[src/rtl/chbd_pkg.sv]
// Package for the HTTP chunked body decoder.
// Holds phase and status codes, character constants, the result record and
// the hex digit decoder; no dependencies.
package chbd_pkg;

  localparam int unsigned SizeBitsDef  = 32;
  localparam int unsigned CountBitsDef = 16;

  localparam int unsigned ByteW  = 8;
  localparam int unsigned SmallW = 16;
  localparam int unsigned WideW  = 32;

  localparam logic [ByteW-1:0] ChCr  = 8'h0D;
  localparam logic [ByteW-1:0] ChLf  = 8'h0A;
  localparam logic [ByteW-1:0] ChSp  = 8'h20;
  localparam logic [ByteW-1:0] ChTab = 8'h09;

  typedef enum logic [2:0] {
    PH_LEAD  = 3'd0,
    PH_SIZE  = 3'd1,
    PH_BODY  = 3'd2,
    PH_SKIP  = 3'd3,
    PH_TRAIL = 3'd4,
    PH_DONE  = 3'd5
  } phase_e;

  typedef enum logic [1:0] {
    ST_OK      = 2'd0,
    ST_SAT     = 2'd1,
    ST_IGNORED = 2'd2
  } status_e;

  typedef struct packed {
    logic [ByteW-1:0]  body_byte;
    logic              body_valid;
    logic              last_of_chunk;
    logic              message_done;
    status_e           status;
    logic [SmallW-1:0] chunk_count;
    logic [WideW-1:0]  body_total;
    logic [WideW-1:0]  wire_total;
    logic [SmallW-1:0] trailer_length;
  } result_t;

  typedef struct packed {
    logic       ok;
    logic [3:0] nib;
  } hex_t;

  function automatic hex_t hex_value(input logic [ByteW-1:0] b);
    hex_t h;
    h.ok  = 1'b1;
    h.nib = 4'd0;
    if (b >= "0" && b <= "9") begin
      h.nib = 4'(b - "0");
    end else if (b >= "a" && b <= "f") begin
      h.nib = 4'(b - "a" + 8'd10);
    end else if (b >= "A" && b <= "F") begin
      h.nib = 4'(b - "A" + 8'd10);
    end else begin
      h.ok = 1'b0;
    end
    return h;
  endfunction

endpackage

[src/rtl/chbd_core.sv]
// Decoder state and per-byte update for the chunked body decoder.
// Updates the state on each fired transaction (none once the message is done,
// but for a restart) and forms its result. Depends on chbd_pkg.
module chbd_core #(
  parameter int unsigned SIZE_BITS  = chbd_pkg::SizeBitsDef,
  parameter int unsigned COUNT_BITS = chbd_pkg::CountBitsDef
) (
  input  logic                       clk_i,
  input  logic                       rst_ni,
  input  logic                       fire_i,
  input  logic                       mode_i,
  input  logic [chbd_pkg::ByteW-1:0] byte_i,
  output chbd_pkg::result_t          res_o
);

  chbd_pkg::phase_e            phase_q, phase_d;
  logic [SIZE_BITS-1:0]        size_q, size_d;
  logic                        closed_q, closed_d;
  logic                        saw_cr_q, saw_cr_d;
  logic [SIZE_BITS-1:0]        remain_q, remain_d;
  logic [1:0]                  skip_q, skip_d;
  logic [2:0]                  pm_q, pm_d;
  logic [COUNT_BITS-1:0]       chunks_q, chunks_d;
  logic [chbd_pkg::WideW-1:0]  body_q, body_d;
  logic [chbd_pkg::WideW-1:0]  wire_q, wire_d;
  logic [COUNT_BITS-1:0]       trail_q, trail_d;

  chbd_pkg::hex_t              hex;
  logic [SIZE_BITS-1:0]        remain_dec;
  logic [2:0]                  pm_next;
  logic [chbd_pkg::ByteW-1:0]  pat_byte;
  logic                        done;

  assign hex = chbd_pkg::hex_value(byte_i);

  always_comb begin
    phase_d  = phase_q;
    size_d   = size_q;
    closed_d = closed_q;
    saw_cr_d = saw_cr_q;
    remain_d = remain_q;
    skip_d   = skip_q;
    pm_d     = pm_q;
    chunks_d = chunks_q;
    body_d   = body_q;
    wire_d   = wire_q;
    trail_d  = trail_q;
    res_o    = '0;
    res_o.status = chbd_pkg::ST_OK;
    remain_dec = '0;
    pm_next  = '0;
    pat_byte = chbd_pkg::ChCr;
    done     = 1'b0;

    if (fire_i) begin
      if (mode_i) begin
        phase_d  = chbd_pkg::PH_LEAD;
        size_d   = '0;
        closed_d = 1'b0;
        saw_cr_d = 1'b0;
        remain_d = '0;
        skip_d   = '0;
        pm_d     = '0;
        chunks_d = '0;
        body_d   = '0;
        wire_d   = '0;
        trail_d  = '0;
      end else if (phase_q == chbd_pkg::PH_DONE) begin
        res_o.status = chbd_pkg::ST_IGNORED;
      end else begin
        if (wire_q != '1) wire_d = wire_q + 1'b1;
        unique case (phase_q)
          chbd_pkg::PH_LEAD, chbd_pkg::PH_SIZE: begin
            if (saw_cr_q && byte_i == chbd_pkg::ChLf) begin
              if (chunks_q != '1) chunks_d = chunks_q + 1'b1;
              if (size_q == '0) begin
                phase_d = chbd_pkg::PH_TRAIL;
                pm_d    = '0;
                trail_d = '0;
              end else begin
                phase_d  = chbd_pkg::PH_BODY;
                remain_d = size_q;
              end
            end else begin
              if (!(phase_q == chbd_pkg::PH_LEAD &&
                    (byte_i == chbd_pkg::ChSp || byte_i == chbd_pkg::ChTab))) begin
                phase_d = chbd_pkg::PH_SIZE;
                if (!closed_q && hex.ok) begin
                  if (|size_q[SIZE_BITS-1 -: 4]) begin
                    size_d       = '1;
                    res_o.status = chbd_pkg::ST_SAT;
                  end else begin
                    size_d = {size_q[SIZE_BITS-5:0], hex.nib};
                  end
                end else begin
                  closed_d = 1'b1;
                end
              end
              saw_cr_d = (byte_i == chbd_pkg::ChCr);
            end
          end
          chbd_pkg::PH_BODY: begin
            res_o.body_valid = 1'b1;
            res_o.body_byte  = byte_i;
            if (body_q != '1) body_d = body_q + 1'b1;
            remain_dec = (remain_q != '0) ? remain_q - 1'b1 : remain_q;
            remain_d   = remain_dec;
            if (remain_dec == '0) begin
              res_o.last_of_chunk = 1'b1;
              phase_d = chbd_pkg::PH_SKIP;
              skip_d  = 2'd2;
            end
          end
          chbd_pkg::PH_SKIP: begin
            skip_d = (skip_q != '0) ? skip_q - 1'b1 : skip_q;
            if (skip_d == '0) begin
              phase_d  = chbd_pkg::PH_LEAD;
              size_d   = '0;
              closed_d = 1'b0;
              saw_cr_d = 1'b0;
            end
          end
          chbd_pkg::PH_TRAIL: begin
            if (trail_q != '1) trail_d = trail_q + 1'b1;
            if (trail_q == COUNT_BITS'(1) && pm_q == 3'd1 && byte_i == chbd_pkg::ChLf) begin
              done = 1'b1;
            end else begin
              pat_byte = pm_q[0] ? chbd_pkg::ChLf : chbd_pkg::ChCr;
              if (byte_i == pat_byte) pm_next = pm_q + 1'b1;
              else pm_next = (byte_i == chbd_pkg::ChCr) ? 3'd1 : 3'd0;
              pm_d = pm_next;
              if (pm_next >= 3'd4) done = 1'b1;
            end
            if (done) begin
              phase_d = chbd_pkg::PH_DONE;
              pm_d    = '0;
            end
            res_o.message_done = done;
          end
          default: begin
          end
        endcase
      end
    end

    res_o.chunk_count    = chbd_pkg::SmallW'(chunks_d);
    res_o.body_total     = body_d;
    res_o.wire_total     = wire_d;
    res_o.trailer_length = chbd_pkg::SmallW'(trail_d);
  end

  always_ff @(posedge clk_i or negedge rst_ni) begin
    if (!rst_ni) begin
      phase_q  <= chbd_pkg::PH_LEAD;
      size_q   <= '0;
      closed_q <= 1'b0;
      saw_cr_q <= 1'b0;
      remain_q <= '0;
      skip_q   <= '0;
      pm_q     <= '0;
      chunks_q <= '0;
      body_q   <= '0;
      wire_q   <= '0;
      trail_q  <= '0;
    end else begin
      phase_q  <= phase_d;
      size_q   <= size_d;
      closed_q <= closed_d;
      saw_cr_q <= saw_cr_d;
      remain_q <= remain_d;
      skip_q   <= skip_d;
      pm_q     <= pm_d;
      chunks_q <= chunks_d;
      body_q   <= body_d;
      wire_q   <= wire_d;
      trail_q  <= trail_d;
    end
  end

endmodule

[src/rtl/http_chunked_body_decoder.sv]
// HTTP chunked body decoder, top level.
// Input and result registers around chbd_core; depends on chbd_pkg.
//
// Usage:
//   Slave stream: one byte of the chunked message per transaction. tdata
//   carries the byte, tuser[0] set means restart (all state and counters
//   cleared, result all zeros).
//   Master stream: one result per input transaction, in order. tdata holds
//   the body byte and the four running counters, tuser the flags and
//   status, tlast marks the final body byte of a chunk.
//   Result path: the input transaction is held in the input register, then
//   the state update is written into the result register.
//   Throughput: one byte per cycle while the result register is empty or
//   taken; the per-byte state update between the two registers is combinational.
//   Stall: while the result register is full and not taken, the input
//   register holds one more byte, then tready drops; nothing is lost.
//   Reset: decoder returns to the start of a size line, counters zero,
//   both registers empty.
module http_chunked_body_decoder #(
  parameter int unsigned SIZE_BITS  = chbd_pkg::SizeBitsDef,
  parameter int unsigned COUNT_BITS = chbd_pkg::CountBitsDef
) (
  input  logic          clk_i,
  input  logic          rst_ni,
  input  logic          s_axis_tvalid,
  output logic          s_axis_tready,
  input  logic [7:0]    s_axis_tdata,   // [7:0] data_byte
  input  logic [7:0]    s_axis_tuser,   // [0] mode, [7:1] zero
  output logic          m_axis_tvalid,
  input  logic          m_axis_tready,
  output logic [103:0]  m_axis_tdata,   // [7:0] body_byte, [23:8] chunk_count,
                                        // [55:24] body_total, [87:56] wire_total,
                                        // [103:88] trailer_length
  output logic [7:0]    m_axis_tuser,   // [0] body_valid, [1] message_done,
                                        // [3:2] status, [7:4] zero
  output logic          m_axis_tlast    // last_of_chunk
);

  logic                       in_valid_q;
  logic                       in_mode_q;
  logic [chbd_pkg::ByteW-1:0] in_byte_q;
  logic                       out_valid_q;
  chbd_pkg::result_t          res;
  chbd_pkg::result_t          out_q;
  logic                       fire;
  logic                       s_accept;

  assign fire          = in_valid_q && (!out_valid_q || m_axis_tready);
  assign s_axis_tready = !in_valid_q || fire;
  assign s_accept      = s_axis_tvalid && s_axis_tready;

  always_ff @(posedge clk_i or negedge rst_ni) begin
    if (!rst_ni) begin
      in_valid_q  <= 1'b0;
      out_valid_q <= 1'b0;
    end else begin
      if (s_accept) in_valid_q <= 1'b1;
      else if (fire) in_valid_q <= 1'b0;
      if (fire) out_valid_q <= 1'b1;
      else if (m_axis_tready) out_valid_q <= 1'b0;
    end
  end

  always_ff @(posedge clk_i) begin
    if (s_accept) begin
      in_mode_q <= s_axis_tuser[0];
      in_byte_q <= s_axis_tdata;
    end
    if (fire) out_q <= res;
  end

  chbd_core #(
    .SIZE_BITS  (SIZE_BITS),
    .COUNT_BITS (COUNT_BITS)
  ) u_core (
    .clk_i  (clk_i),
    .rst_ni (rst_ni),
    .fire_i (fire),
    .mode_i (in_mode_q),
    .byte_i (in_byte_q),
    .res_o  (res)
  );

  assign m_axis_tvalid = out_valid_q;
  assign m_axis_tdata  = {out_q.trailer_length, out_q.wire_total, out_q.body_total,
                          out_q.chunk_count, out_q.body_byte};
  assign m_axis_tuser  = {4'd0, out_q.status, out_q.message_done, out_q.body_valid};
  assign m_axis_tlast  = out_q.last_of_chunk;

endmodule

[config.mk]
export PLATFORM = sky130hd
export DESIGN_NAME = http_chunked_body_decoder
export DESIGN_NICKNAME = d
export VERILOG_FILES = /design/src/rtl/chbd_pkg.sv /design/src/rtl/chbd_core.sv /design/src/rtl/http_chunked_body_decoder.sv
export SDC_FILE = /design/constraint.sdc
export NUM_CORES = 1
export LEC_CHECK = 0
export BUFFER_PORTS_ARGS = -buffer_cell sky130_fd_sc_hd__buf_2
export CAP_MARGIN = 15
export CORE_ASPECT_RATIO = 0.5
export CORE_UTILIZATION = 24
export DETAILED_ROUTE_END_ITERATION = 12
export SYNTH_ARGS = -nofsm -noshare
export SYNTH_HDL_FRONTEND = slang
export SYNTH_SLANG_ARGS = --single-unit
[constraint.sdc]
create_clock -name clk_i -period 5.4 [get_ports clk_i]
set_clock_uncertainty 0.2 [all_clocks]
set_input_delay 0.81 -clock clk_i [delete_from_list [all_inputs] [get_ports clk_i]]
set_output_delay 0.81 -clock clk_i [all_outputs]
set_load 0.01 [all_outputs]
Word-level counts from Yosys, hierarchy flattened
Index checks and enable logic that the tools add are counted.
W data, S select, Z words.
{ "word_totals": {"register_bits": 290, "inputBits": 20, "output_inout_bits": 115, "word_cells": 219} }
{ "classes": {"add_sub_neg": 12, "n_lt_le_gt_ge": 7, "n_eq_ne": 29, "n_mux": 100, "n_bitwise": 4, "n_reduce_logical": 42} }
{ "op_table": {"columns": ["operator", "count"], "rows": [
  ["$mux W32", 21],
  ["$mux W16", 12],
  ["$pmux W32 S2", 2],
  ["$add A32 B1 Y32 const B", 2],
  ["$logic_not A32 Y1", 2],
  ["$ne A32 B32 Y1 const B", 2],
  ["$mux W3", 21],
  ["$add A16 B1 Y16 const B", 2],
  ["$ne A16 B16 Y1 const B", 2],
  ["$pmux W16 S2", 1],
  ["$reduce_bool A32 Y1", 1],
  ["$sub A32 B1 Y32 const B", 1],
  ["$mux W1", 25],
  ["$eq A8 B4 Y1 const B", 3],
  ["$reduce_and A7 Y1", 3],
  ["$mux W2", 10],
  ["$ne A3 B2 Y1 const B", 6],
  ["$eq A16 B1 Y1 const B", 1],
  ["$ge A8 B7 Y1 const B", 2],
  ["$le A8 B7 Y1 const B", 2],
  ["$mux W4", 3],
  ["$ne A3 B3 Y1 const B", 4],
  ["$pmux W3 S4", 1],
  ["$reduce_bool A3 Y1", 4],
  ["33 further kinds", 61]
]} }

Longest topological paths before layout
Gate-level depths: netlist of run 1.
{ "logic_depth": {"depth_word": 19, "depth_mapped": 13, "ltp_nobuf": 11} }

By module
A second synthesis of run 1 with hierarchy kept.
{ "hier_totals": {"cells_unflattened": 1337, "area_unflattened_um2": 14133.6} }
{ "by_module_without_submodules": {"columns": ["mod", "n_inst", "cells_each", "area_per_inst_um2", "seq_area_each_um2"], "rows": [
  ["chbd_core", 1, 1206, 10452.5, 4254.1],
  ["http_chunked_body_decoder", 1, 131, 3681.0, 3593.4]
]} }

Worst setup path before layout of run 1
OpenSTA, ideal clock, no wires.
{ "synth_path": {"kind": "input-to-reg", "start": "input port m_axis_tready", "end": "register out_q (netlist bit m_axis_tdata[101]) (data pin)", "setup_time_ps": 260, "arrival_time_ps": 5818, "t_required_ps": 4940, "setup_slack_ps": -878, "path_stages": 7, "n_path_buf": 1, "path_cell_list": "nand2b_1 -> nand2_2 -> inv_1 -> clkbuf_1 -> o21ai_0 -> a21o_1 -> a22o_1"} }
{ "synth_lines": {"columns": ["item", "line_no", "text"], "rows": [
  ["start: declaration", "http_chunked_body_decoder.sv:30", "input logic m_axis_tready,"],
  ["end signal: assignment", "http_chunked_body_decoder.sv:69", "if (fire) out_q <= res;"],
  ["end: declaration", "http_chunked_body_decoder.sv:44", "chbd_pkg::result_t out_q;"]
]} }

Worst setup path after layout of run 1
{ "layout_path": {"start": "register u_core.remain_q[3]", "end": "register u_core.skip_q[0]"} }
{ "layout_between": {"elab_chain_len": 5, "word_cells_on_any_way": 6, "classes_between": "add/sub (1); eq/ne (1); mux (1); reduce/logical (3)"} }
{ "layout_lines": {"columns": ["item", "line_no", "text"], "rows": [
  ["start: declaration", "chbd_core.sv:20", "logic [SIZE_BITS-1:0] remain_q, remain_d;"],
  ["start signal: assignment", "chbd_core.sv:170", "remain_q <= remain_d;"],
  ["$sub A32 B1 Y32 / $reduce_bool A32 Y1 (equally long branches)", "chbd_core.sv:106", "remain_dec = (remain_q != '0) ? remain_q - 1'b1 : remain_q;"],
  ["$mux W32 *", "chbd_core.sv:106", null],
  ["$logic_not A32 Y1 *", "chbd_core.sv:108", "if (remain_dec == '0) begin"],
  ["$ne A3 B2 Y1 (no source line) *", null, null],
  ["$reduce_and A4 Y1 (no source line) *", null, null],
  ["end signal: assignment", "chbd_core.sv:171", "skip_q <= skip_d;"],
  ["end: declaration", "chbd_core.sv:21", "logic [1:0] skip_q, skip_d;"]
]} }
Mark *: on every way between the ends. The rest lies on a longest branch, timed or not.
A chain may end at the register's enable or synchronous reset.

==> impl_results.md, run 1 <==
* Async SR Flop Fraction at 59.3%
* Synthesis Warnings at 0
* Synth top area share at 31.9%
* Post-route DRC at 0
* Area of the core at 0.0546 mm2
* Number of nets with antenna violations after routing at 0
* CTS Hold Buffers Added at 0
* Critical path class: flip-flop to flip-flop
* Port Buf Inserts at 123
* Share of layout cells above drive strength 1 at 14.3%
* Slew @ Worst Pin at 1.04 ns
* Hpwl dp at between 20 and 25 mm
* Total vias in the final route at 10.3k
* Max IR drop VDD at just over 0.2 mV
* Standard-cell rows at 60
* Worst min path class: input pin to asynchronous set/reset pin
* Ys flop type: dfrtp_1
* Largest net degree at the start of global routing at 83
* DR WL/cell at 15.4 um
* RSZ-0062 raised after global routing: no
* Unique masters post-synth at 71
* Sinks on Clock Net at 290
* Die span in x at 337 um
* 1st-iter DRT viols at roughly 760
* Sequential Power Share at 42.2%
* First-pass GRT wire length at 54.0 mm
* Final min period at 4.07 ns
* Switching power total at 1.79 mW
* Relative slew slack at slightly above 30%
* Finish-stage setup viols at 0
* Vias in the first global route at 9762
* Cells after Synth at 1317
* Post-synth top area cell: dfrtp_1
* Fin. max-slew vios at 0
* GP Congestion at roughly 0.9
* Max_cap viols at 0
* Clk_lat worst skew at 0.56 ns
* Setup crit start kind: flip-flop
* Status: finished, final reports clean
* Pwr Density at 376 mW/mm2
* Worst Path Arrival at 4.37 ns
* Clk buf depth at 3
* Post CTS Setup Buffer Count at 0
* Net Sw Frac at 29.7%
* Clk root buf: clkbuf_16
* Non-filler cells in the finished layout at 2199
* Lkg Pwr at 6.54 nW
* TritonRoute pass-1 iters at 5
* GRT Residual Overflow at 0
* PostCTS Resize Cnt at 0
* Final wirelength at ~34 mm
* CTS tree: yes
* Synth cell count leaders: 172 x dfrtp_1, 151 x nor2_1, 145 x o21ai_0
* Total negative slack at 0 ns
* Inst Count DP at 2140
* Number of hold violations in the final report at 0
* Period Utilization, post-route at 75.5%
* Number of synthesized register bits at 290
* Int Power at ~4.2 mW
* H-tree depth at 1
* Die Y at around 170 um
* Post-synthesis sequential area ratio at 58.2%
* Netlist Area Pre-Place at 0.0135 mm2
* Fmax at around 250 MHz
* Top cells by area, synth: dfrtp_1 32%, edfxtp_1 26%, o21ai_0 5.4%
* Initial antenna violation count at 2
* Total GRT Usage at 11.7%
* Fin nets at around 1.5k
* WHS at 0.126 ns
* Number of vias per cell at 4.70
* Area Overhead vs Synth at 18.6%
* CP max FO at 19
* Worst path required time at around 5.7 ns
* Top-count cell post-synth: dfrtp_1
* Clock share of power at 36.8%
* Clock slew at reported path FFs at 0.06 ns
* Die area at 0.0572 mm2
* CTS buffer count at 31
* I/O pin cnt at 135
* Starting density of the core at 24.7%
* Post-synth EDFFs at 118
* Mean Syn Cell Area at 10.2 um2
* Crit end category: flip-flop
* Logic pwr share at 21.0%
path summary, 6_finish.rpt:
check | from | to | slack (ns) | depth (start not counted)
min in group clk_i | s_axis_tdata[1] | in_byte_q[1] | 0.22 | 1
worst min-delay path | rst_ni | u_core.body_q[12] | 0.13 | 1
worst max-delay path | u_core.remain_q[3] | u_core.skip_q[0] | 1.33 | 8
worst min register to register | u_core.closed_q | u_core.closed_q | 0.31 | 2
max in group asynchronous | rst_ni | u_core.remain_q[23] | 3.89 | 2
worst max register to register | u_core.remain_q[3] | u_core.skip_q[0] | 1.33 | 8
cell type report:
type | instances | area [um2]
sequential | 290 | 7850
timing repair buffer | 141 | 757
clock buffer | 41 | 853
antenna | 2 | 5.00
multi-input combinational | 938 | 5280
fill | 5664 | 38600
clock inverter | 16 | 213
tap | 744 | 931
inverter | 27 | 104
flip-flops by register name, indices dropped and copies added, names as in the netlist, 3 cells and up:
name             cells
u_core.phase_q       3
u_core.chunks_q     16
u_core.wire_q       32
u_core.pm_q          3
m_axis_tdata       104
u_core.remain_q     32
u_core.size_q       32
u_core.trail_q      16
in_byte_q            8
u_core.body_q       32
m_axis_tuser         4
layout by cell type (no fill, tap or decap), types with 10 or more instances in the layout:
cell       count
xor2_1        47
nand2_1      135
dfrtp_1      172
buf_2        122
nand4_1       23
and4_1        10
a21oi_1       63
inv_1         26
nor3_1        40
edfxtp_1     118
ha_1          13
xnor2_1       25
o31ai_1       19
o21ai_0      145
or3_1         13
a31oi_1       13
and3_1        30
buf_4         18
clkbuf_16     31
nor4_1        33
nand3_1       59
nor2_1       150
cells by family after synthesis:
family | synth area share, %
xor+xnor | 4.68
fa+ha+maj | 1.21
mux | 0.381
buf+inv | 2.84
other cells | 0.0278
compound gates | 12.4
flops | 58.2
simple gates | 20.2
worst max-delay path, cell delays in order, from the launching register on:
cell     delay [ns]
dfrtp_1        0.49
nor3_1         0.71
nand2_1        0.25
or4_1          0.82
and3_1         0.39
a311o_1        0.40
and4_4         0.18
or4b_1         0.47
nand3_1        0.10
through the flow:
| stage | power (mW) | setup WS [ns] | util (%) | area (um2) |
|---|---|---|---|---|
| floorplan | 3.45 | 1.19 | - | 13500 |
| global placement | 3.82 | 1.42 | 27.3 | 14900 |
| detailed placement | 3.83 | 1.41 | 27.3 | 14900 |
| CTS | 6.06 | 1.38 | 29.3 | 16000 |
| global route | 6.31 | 1.14 | 29.3 | 16000 |
| finish | 6.01 | 1.33 | 29.3 | 16000 |
routing by layer:
layer  up-vias  share of wire [%]  track usage, %  routed length [um]
li1       4999                  -               -                   -
met3        59                4.0            1.84                1350
met2       204                 50            19.8               16800
met1      5063                 44            15.4               14700
met4         0                2.6            3.12                 893
met5         -                  0               0                   0
power groups by stage:
| stage | logic (mW) | registers, mW | clock network (mW) |
|---|---|---|---|
| detailed placement | 1.25 | 2.58 | 0 |
| global route | 1.41 | 2.55 | 2.35 |
| floorplan | 0.881 | 2.57 | 0 |
| CTS | 1.26 | 2.54 | 2.26 |
| finish | 1.26 | 2.53 | 2.21 |
| global placement | 1.25 | 2.58 | 0 |
Power figures use the tool's default switching activity.
==> run 2, diff against run 1 <==
==> constraint.sdc (replaced) <==
create_clock -name clk_i -period 3.6 [get_ports clk_i]
set_clock_uncertainty 0.2 [all_clocks]
set_input_delay 0.54 -clock clk_i [delete_from_list [all_inputs] [get_ports clk_i]]
set_output_delay 0.54 -clock clk_i [all_outputs]
set_load 0.01 [all_outputs]
==> impl_results.md, run 2 (same netlist as run 1, synthesis figures left out) <==
* Clk buf depth at 3 (unchanged)
* Initial antenna violation count at 1 (was 2)
* Post-route DRC at 0 (unchanged)
* Standard-cell rows at 60 (unchanged)
* GRT Residual Overflow at 0 (unchanged)
* 1st-iter DRT viols at 900 (was 763)
* First-pass GRT wire length at 57.4 mm (was 54.0 mm)
* Setup crit start kind: flip-flop (unchanged)
* Die Y at 170 um (unchanged)
* Crit end category: flip-flop (unchanged)
* Design Area, Final at 0.0166 mm2 (was 0.0160 mm2)
* Max_cap viols at 0 (unchanged)
* Max FFs per register at 104 (unchanged)
* CTS tree: yes (unchanged)
* Largest net degree at the start of global routing at 76 (was 83)
* Slew @ Worst Pin at 0.887 ns (was 1.04 ns)
* Pwr Density at 569 mW/mm2 (was 376 mW/mm2)
* Lkg Pwr at 6.90 nW (was 6.54 nW)
* Number of vias per cell at 4.69 (was 4.70)
* Total negative slack at 0 ns (unchanged)
* Most common cell after layout, fill and taps aside: dfrtp_1 (unchanged)
* Worst Path Arrival at 3.81 ns (was 4.37 ns)
* Port Buf Inserts at 123 (unchanged)
* CP max-delay cell: or4_4 (was or4_1)
* Clk root buf: clkbuf_16 (unchanged)
* Total vias in the final route at 10.6k (was 10.3k)
* CP max FO at 3 (was 19)
* DR WL/cell at 15.9 um (was 15.4 um)
* Crit path buf inv count at 0 (unchanged)
* Vias in the first global route at 10.3k (was 9762)
* Number of hold violations in the final report at 0 (unchanged)
* WHS at 0.0709 ns (was 0.126 ns)
* Area Overhead vs Synth at 23.2% (was 18.6%)
* Finish-stage setup viols at 0 (unchanged)
* Max IR drop VDD at 0.351 mV (was 0.202 mV)
* Share of layout cells above drive strength 1 at 17.4% (was 14.3%)
* Fmax at 286 MHz (was 245 MHz)
* Relative slew slack at 40.8% (was 31.0%)
* Final wirelength at 35.9 mm (was 33.8 mm)
* CP delay by family, top: simple AND/OR/NAND/NOR gates (unchanged)
* TritonRoute pass-1 iters at 5 (unchanged)
* Clk_lat worst skew at 0.59 ns (was 0.56 ns)
* Number of nets with antenna violations after routing at 0 (unchanged)
* Critical path class: flip-flop to flip-flop (unchanged)
* Die span in x at 337 um (unchanged)
* Layout fillers at 5675 (was 5664)
* Total GRT Usage at 12.4% (was 11.7%)
* Post CTS Setup Buffer Count at 0 (unchanged)
* Inst Count DP at 2196 (was 2140)
* DP Area at 0.0154 mm2 (was 0.0149 mm2)
* Fin. max-slew vios at 0 (unchanged)
* Most frequent cells in the layout: 172 x dfrtp_1, 150 x nor2_1, 145 x o21ai_0 (unchanged)
* Sinks on Clock Net at 290 (unchanged)
* GP Congestion at 0.894 (was 0.927)
* Non-filler cells in the finished layout at 2266 (was 2199)
* Final min period at 3.50 ns (was 4.07 ns)
* Worst path required time at 3.92 ns (was 5.70 ns)
* Starting density of the core at 24.7% (unchanged)
* CTS buffer count at 31 (unchanged)
* Crit path cell chain: or4_4 > or3_4 > or4_4 > or3_4 > and3b_1 > a311o_1 > and4_4 > or4b_1 > nand3_1 (was nor3_1 > nand2_1 > or4_1 > and3_1 > a311o_1 > and4_4 > or4b_1 > nand3_1)
* Post-layout util at 30.4% (was 29.3%)
* Hpwl dp at 25.2 mm (was 23.2 mm)
* Period Utilization, post-route at 97.1% (was 75.5%)
* CP peak stage delay at 0.54 ns (was 0.82 ns)
* Die area at 0.0572 mm2 (unchanged)
* I/O pin cnt at 135 (unchanged)
* Worst min path class: input pin to flip-flop (was input pin to asynchronous set/reset pin)
* Clock slew at reported path FFs at 0.06 ns (about the same)
* Area of the core at 0.0546 mm2 (unchanged)
* Register-to-register setup slack at 0.10 ns (was 1.33 ns)
* H-tree depth at 1 (unchanged)
* Status: finished, final reports clean (unchanged)
* RSZ-0062 raised after global routing: no (unchanged)
* Fin nets at 1529 (was 1462)
[run 2: cell count changes in the layout (fill, tap and decap cells not counted), sizes merged]
cell / previous run / this run
dlygate4sd3: 0 / 11
clkinvlp: 3 / 2
diode: 2 / 1
bufinv: 5 / 3
clkbuf: 41 / 45
buf: 141 / 197
[run 2: report_power, final]
part | total, mW | leakage (nW) | switching (mW) | internal (mW)
registers | 3.81 | 3.57 | 0.164 | 3.64
clock network | 3.38 | 0.528 | 1.36 | 2.02
logic | 2.26 | 2.81 | 1.33 | 0.934
[run 2: timing repair]
action | in CTS | in global routing
resized for setup | 0 | 2
hold buffers | 11 | 0
endpoints found under the hold margin | 82 | 0
endpoints found under the setup margin | 0 | 3
[run 2: layout make-up]
cell class                 instances  area, um2  share of cell area, %
antenna                            1       2.50                 0.0151
clock buffer                      45        933                   5.62
clock inverter                    13        164                  0.987
inverter                          27        104                  0.625
multi-input combinational        938       5280                   31.8
sequential                       290       7850                   47.3
tap                              744        931                   5.61
timing repair buffer             208       1340                   8.06
[run 2: final timing paths]
kind                                     start  depth (start not counted)             endpoint
max                        u_core.remain_q[15]                          9     u_core.skip_q[0]
min                              m_axis_tready                          3        m_axis_tvalid
max reg2reg                u_core.remain_q[15]                          9     u_core.skip_q[0]
min reg2reg                    u_core.closed_q                          2      u_core.closed_q
max in group asynchronous               rst_ni                          3  u_core.remain_q[18]
min in group asynchronous               rst_ni                          2    u_core.body_q[13]
[run 2: stage by stage]
step	setup slack, ns	power, mW
floorplan	0.0484	5.17
global placement	0.0652	6.08
detailed placement	0.0802	6.08
CTS	0.0549	9.50
global route	0.0195	9.91
finish	0.103	9.45
[run 2: per-layer routing]
| layer | track usage, % | part of all wire [%] | wire length, um |
|---|---|---|---|
| met2 | 21.0 | 49 | 17600 |
| met5 | 0 | 0 | 0 |
| met4 | 3.34 | 2.5 | 884 |
| met3 | 1.70 | 3.9 | 1390 |
| met1 | 16.7 | 45 | 16000 |
[run 2: worst reg2reg max path, cell delays in order, from the launching register on]
cell,delay (ns)
dfrtp_1,0.38
or4_4,0.54
or3_4,0.35
or4_4,0.42
or3_4,0.35
and3b_1,0.17
a311o_1,0.30
and4_4,0.17
or4b_1,0.46
nand3_1,0.10
